[src/rtl/core/ktl_pkg.sv]
package ktl_pkg;

  localparam int MaxFrames = 64;
  localparam int IdxW      = $clog2(MaxFrames);
  localparam int CntW      = $clog2(MaxFrames + 1);
  localparam int NumCh     = 5;
  localparam int ValW      = 16;
  localparam int ProdW     = ValW + 32;
  localparam int StepW     = $clog2(ProdW);

  localparam logic [1:0] StOk   = 2'd0;
  localparam logic [1:0] StLate = 2'd1;
  localparam logic [1:0] StFull = 2'd2;

  localparam logic [1:0] CmdClear  = 2'd0;
  localparam logic [1:0] CmdAppend = 2'd1;
  localparam logic [1:0] CmdQuery  = 2'd2;

  typedef enum logic [1:0] {
    OpClear,
    OpAppend,
    OpQuery,
    OpNone
  } op_e;

  typedef struct packed {
    logic [1:0]  command;
    logic [31:0] stamp_ms;
    logic [4:0]  given_mask;
    logic [15:0] power_value;
    logic [11:0] cadence_value;
    logic [11:0] heart_value;
    logic [11:0] speed_value;
    logic [11:0] resist_value;
    logic [31:0] quiet_ms;
  } in_beat_t;

  typedef struct packed {
    logic [1:0]  status;
    logic [4:0]  known_mask;
    logic [15:0] power_out;
    logic [11:0] cadence_out;
    logic [11:0] heart_out;
    logic [11:0] speed_out;
    logic [11:0] resist_out;
    logic        silent_flag;
    logic [32:0] ride_length_ms;
  } out_beat_t;

  typedef struct packed {
    op_e      op;
    in_beat_t beat;
  } job_t;

  typedef struct packed {
    logic [31:0] time_ms;
    logic [31:0] quiet_ms;
    logic [4:0]  mask;
    logic [15:0] power;
    logic [11:0] cadence;
    logic [11:0] heart;
    logic [11:0] speed;
    logic [11:0] resist;
  } entry_t;

  // Pick one channel of a stored keyframe, zero-extended to lane width.
  function automatic logic [ValW-1:0] ch_val(entry_t e, int ch);
    logic [ValW-1:0] v;
    case (ch)
      0:       v = e.power;
      1:       v = {4'd0, e.cadence};
      2:       v = {4'd0, e.heart};
      3:       v = {4'd0, e.speed};
      default: v = {4'd0, e.resist};
    endcase
    return v;
  endfunction

endpackage

[src/rtl/core/ktl_queue.sv]
module ktl_queue
  import ktl_pkg::*;
(
  input  logic clk_i,
  input  logic rst_ni,
  input  logic push_i,
  input  job_t push_job_i,
  output logic full_o,
  input  logic pop_i,
  output logic pop_valid_o,
  output job_t pop_job_o
);

  job_t       slot_q [2];
  logic       wr_ptr_q, rd_ptr_q;
  logic [1:0] fill_q;

  assign full_o      = (fill_q == 2'd2);
  assign pop_valid_o = (fill_q != 2'd0);
  assign pop_job_o   = slot_q[rd_ptr_q];

  // Advance pointers and fill level.
  always_ff @(posedge clk_i or negedge rst_ni) begin
    if (!rst_ni) begin
      wr_ptr_q <= 1'b0;
      rd_ptr_q <= 1'b0;
      fill_q   <= 2'd0;
    end else begin
      if (push_i) wr_ptr_q <= ~wr_ptr_q;
      if (pop_i)  rd_ptr_q <= ~rd_ptr_q;
      if (push_i && !pop_i)      fill_q <= fill_q + 2'd1;
      else if (pop_i && !push_i) fill_q <= fill_q - 2'd1;
    end
  end

  // Store the pushed beat.
  always_ff @(posedge clk_i) begin
    if (push_i) slot_q[wr_ptr_q] <= push_job_i;
  end

endmodule

[config.mk]
export PLATFORM = sky130hd
export DESIGN_NAME = ktl_queue
export DESIGN_NICKNAME = d
export VERILOG_FILES = /design/src/rtl/core/ktl_pkg.sv /design/src/rtl/core/ktl_queue.sv
export SDC_FILE = /design/constraint.sdc
export NUM_CORES = 1
export LEC_CHECK = 0
export ABC_CLOCK_PERIOD_IN_PS = 9200
export BUFFER_PORTS_ARGS = -buffer_cell sky130_fd_sc_hd__buf_2
export CORE_ASPECT_RATIO = 0.6
export CORE_MARGIN = 3
export CORE_UTILIZATION = 52
export DETAILED_ROUTE_END_ITERATION = 7
export GPL_TIMING_DRIVEN = 0
export HOLD_SLACK_MARGIN = 0.12
export MAX_ROUTING_LAYER = met4
export PLACE_DENSITY = 0.79
export SETUP_SLACK_MARGIN = 0.4
export SLEW_MARGIN = 0
export SYNTH_ARGS = -nofsm -noshare
export SYNTH_HDL_FRONTEND = slang
export SYNTH_SLANG_ARGS = --single-unit
[constraint.sdc]
create_clock -name clk_i -period 9.2 [get_ports clk_i]
set_input_delay 1.38 -clock clk_i [delete_from_list [all_inputs] [get_ports clk_i]]
set_output_delay 1.38 -clock clk_i [all_outputs]
set_load 0.05 [all_outputs]
==> run_summary.xml <==
<?xml version="1.0" encoding="UTF-8"?>
<metrics>
  <group name="sta">
    <metric name="timing.final.crit_share" unit="%">35.9</metric>
    <metric name="worst_slew_margin_rel" unit="%">41.3</metric>
    <metric name="worst-slew-pin-transition" unit="ns">0.879</metric>
    <metric name="setup_viol" unit="">0</metric>
    <metric name="finalHoldViolations" unit="">0</metric>
    <metric name="clock_skew" unit="ns">0.0100</metric>
    <metric name="max_clock_freq" unit="MHz">303</metric>
    <metric name="worst_hold_slack" unit="ns">0.483</metric>
    <metric name="rsz0062_at_grt" unit="">no</metric>
    <metric name="timing.final.max_slew_violations" unit="">0</metric>
    <metric name="layout_min_cycle_time" unit="ns">3.31</metric>
    <metric name="post-route-worst-setup-slack" unit="ns">5.89</metric>
  </group>
  <group name="clock_tree">
    <metric name="tritoncts_num_sinks" unit="">278</metric>
    <metric name="postCtsHoldBufs" unit="">0</metric>
    <metric name="clock_insertion_delay_worst_skew" unit="ns">0.50</metric>
    <metric name="clock_tree_from_tritoncts" unit="">built</metric>
    <metric name="clk_root_buffer_cell" unit="">clkbuf_16</metric>
    <metric name="number_of_h_tree_levels" unit="">1</metric>
    <metric name="post-cts-setup-buffer-count" unit="">0</metric>
    <metric name="cts.clk_slew.worst_paths" unit="ns">0.06</metric>
    <metric name="clockBufferDepth" unit="">3</metric>
    <metric name="numCtsBuffers" unit="">25</metric>
    <metric name="post_cts_resize_count" unit="">0</metric>
  </group>
  <group name="synth">
    <metric name="avgSynthCellArea" unit="µm²">22.9</metric>
    <metric name="asyncSetResetFlopFracSynth" unit="%">1.44</metric>
    <metric name="synthCells" unit="">442</metric>
    <metric name="synth.cell_area" unit="µm²">10100</metric>
    <metric name="dominantRegCellSynth" unit="">edfxtp_1</metric>
    <metric name="yosysWarningCount" unit="">0</metric>
    <metric name="share_of_synthesized_area_occupied_by_flip_flops_and_latches" unit="%">82.3</metric>
    <metric name="yosys_register_bits" unit="">278</metric>
    <metric name="synth_enable_flop_cells" unit="">274</metric>
    <metric name="post_synth_num_cell_types" unit="">13</metric>
    <metric name="synth_fp_nets" unit="">584</metric>
  </group>
  <group name="critical_path">
    <metric name="cpMostUsedCell" unit="">buf_6</metric>
    <metric name="worst-path-max-fanout" unit="">10</metric>
    <metric name="critPathCaptureType" unit="">output pin</metric>
    <metric name="cp_slowest_cell" unit="">dfrtp_1</metric>
    <metric name="crit_path_max_incr_delay" unit="ns">0.41</metric>
    <metric name="crit_path_cell_trace" unit="">buf_6, buf_6, mux2_2, buf_2</metric>
    <metric name="cp_num_buf_inv" unit="">3</metric>
    <metric name="crit_path_start_kind" unit="">flip-flop</metric>
    <metric name="criticalPathCategory" unit="">reg2out</metric>
    <metric name="critPathArrivalTime" unit="ns">1.93</metric>
    <metric name="critical_path_required" unit="ns">7.82</metric>
    <metric name="category_of_cells_accounting_for_the_largest_share_of_critical_path_delay" unit="">buffers and inverters</metric>
    <metric name="flop_to_flop_setup_slack" unit="ns">7.18</metric>
  </group>
  <group name="route">
    <metric name="detail_route.wl_per_cell" unit="µm">19.9</metric>
    <metric name="wirelength" unit="µm">20600</metric>
    <metric name="route.antenna.remaining_nets" unit="">0</metric>
    <metric name="remaining_drc_errors" unit="">0</metric>
    <metric name="drt_pass1_iterations" unit="">4</metric>
    <metric name="viasPerCell" unit="">5.06</metric>
    <metric name="initial_detailed_routing_violation_count" unit="">238</metric>
    <metric name="dr_total_vias" unit="">5235</metric>
  </group>
  <group name="hold_path">
    <metric name="holdCritPathClass" unit="">reg2reg</metric>
  </group>
  <group name="placement">
    <metric name="place_congestion" unit="">0.779</metric>
    <metric name="detailedPlacementHpwl" unit="µm">14600</metric>
    <metric name="place.port_buffers" unit="">279</metric>
    <metric name="pre_cts_slack" unit="ns">6.04</metric>
  </group>
  <group name="floorplan">
    <metric name="design.die.area" unit="µm²">21200</metric>
    <metric name="area_of_the_core" unit="µm²">18600</metric>
    <metric name="die_width" unit="µm">186</metric>
    <metric name="die_height" unit="µm">114</metric>
    <metric name="start_util" unit="%">54.4</metric>
    <metric name="io-pin-count" unit="">280</metric>
    <metric name="row_count" unit="">38</metric>
  </group>
  <group name="power_and_ir_drop">
    <metric name="static-leakage-power" unit="nW">4.83</metric>
    <metric name="power_density" unit="nW/µm²">367</metric>
    <metric name="max-vdd-ir-drop" unit="mV">0.269</metric>
  </group>
  <group name="global_routing">
    <metric name="grt_pass1_vias" unit="">5497</metric>
    <metric name="first_pass_grt_wire_length" unit="µm">29900</metric>
    <metric name="grt_residual_overflow" unit="">0</metric>
    <metric name="grt_use_total" unit="%">19.0</metric>
    <metric name="antenna_found_initial" unit="">3</metric>
    <metric name="grt_max_degree" unit="">60</metric>
  </group>
  <group name="finish">
    <metric name="area_growth_syn_to_layout" unit="%">26.2</metric>
    <metric name="final_net_count" unit="">896</metric>
    <metric name="layout-drive-gt1-share" unit="%">61.3</metric>
  </group>
  <group name="job">
    <metric name="maxCapViolations" unit="">0</metric>
  </group>
  <group name="outcome">
    <metric name="outcome" unit="">complete, no violations</metric>
  </group>
</metrics>
cells in the mapped netlist (2+ instances only):
cell | n | area (µm²)
edfxtp_1 | 274 | 8230
mux2_2 | 137 | 1540
buf_6 | 14 | 158
dfrtp_1 | 4 | 100
xor2_1 | 4 | 35.0
nor2b_1 | 2 | 12.5
kinds of logic (layout without fill, tap and decap cells):
kind of cell | after synthesis | after routing | share of synthesized area [%]
DFF | 278 | 278 | 82.3
muxes | 137 | 137 | 15.2
buffers and inverters | 16 | 345 | 1.64
xor gates and xnor gates | 5 | 5 | 0.433
and+or+nand+nor | 5 | 5 | 0.284
adders and majority gates | 1 | 1 | 0.124
other | 0 | 4 | 0
state kept, by name, summed over array words and instances, names as in the netlist:
signal / cells
fill_q: 2
rd_ptr_q: 1
slot_q: 274
wr_ptr_q: 1
final timing paths:
check | from | endpoint | depth (start not counted)
setup / recovery | rd_ptr_q | pop_job_o[95] | 4
hold / removal | fill_q[1] | fill_q[1] | 1
setup reg to reg | wr_ptr_q | slot_q[0][56] | 3
hold reg to reg | fill_q[1] | fill_q[1] | 1
max in group asynchronous | rst_ni | wr_ptr_q | 1
min in group asynchronous | rst_ni | fill_q[0] | 1
power by group:
group	total (mW)	switching, mW	leakage, nW	internal (mW)
clock	0.977	0.418	0.377	0.560
combinational	1.98	1.41	1.84	0.567
sequential	1.74	0.0596	2.62	1.68
layer usage:
| layer | track usage [%] | up-vias | wire, µm |
|---|---|---|---|
| met5 | - | - | 0 |
| met4 | 3.77 | 0 | 382 |
| met3 | 7.30 | 32 | 2210 |
| met2 | 31.1 | 244 | 9890 |
| met1 | 22.9 | 2568 | 8100 |
| li1 | - | 2391 | - |
layout by cell type (no fill, tap or decap), types with 2 or more instances in the layout:
master / count
buf_12: 3
buf_16: 3
buf_2: 280
buf_6: 14
bufinv_16: 2
clkbuf_1: 8
clkbuf_16: 25
clkinv_1: 3
clkinv_2: 4
dfrtp_1: 4
diode_2: 4
edfxtp_1: 274
mux2_2: 137
xor2_1: 4
per-stage QoR:
stage                     TNS (ns)  instances  utilization [%]  total power, mW  instance area, µm²
after floorplan                  0        442                -             3.32               10100
after global placement     -202.38        981             63.7             3.74               11800
after detailed placement         0        987             64.5             3.76               12000
after CTS                        0       1031             68.7             4.75               12800
after global routing             0       1034             68.7             4.88               12800
final                            0       1035             68.7             4.70               12800
area by class of cell:
cell class              instances  area (µm²)
clock inverters                11         116
repair buffers                285        1540
fillers                      1176        5810
plain buffers                  15         163
multi-input cells             148        1640
flip-flops and latches        278        8330
inverters                       1        3.75
diodes                          4        10.0
well taps                     260         325
clock buffers                  33         656
Power figures use the tool's default switching activity.
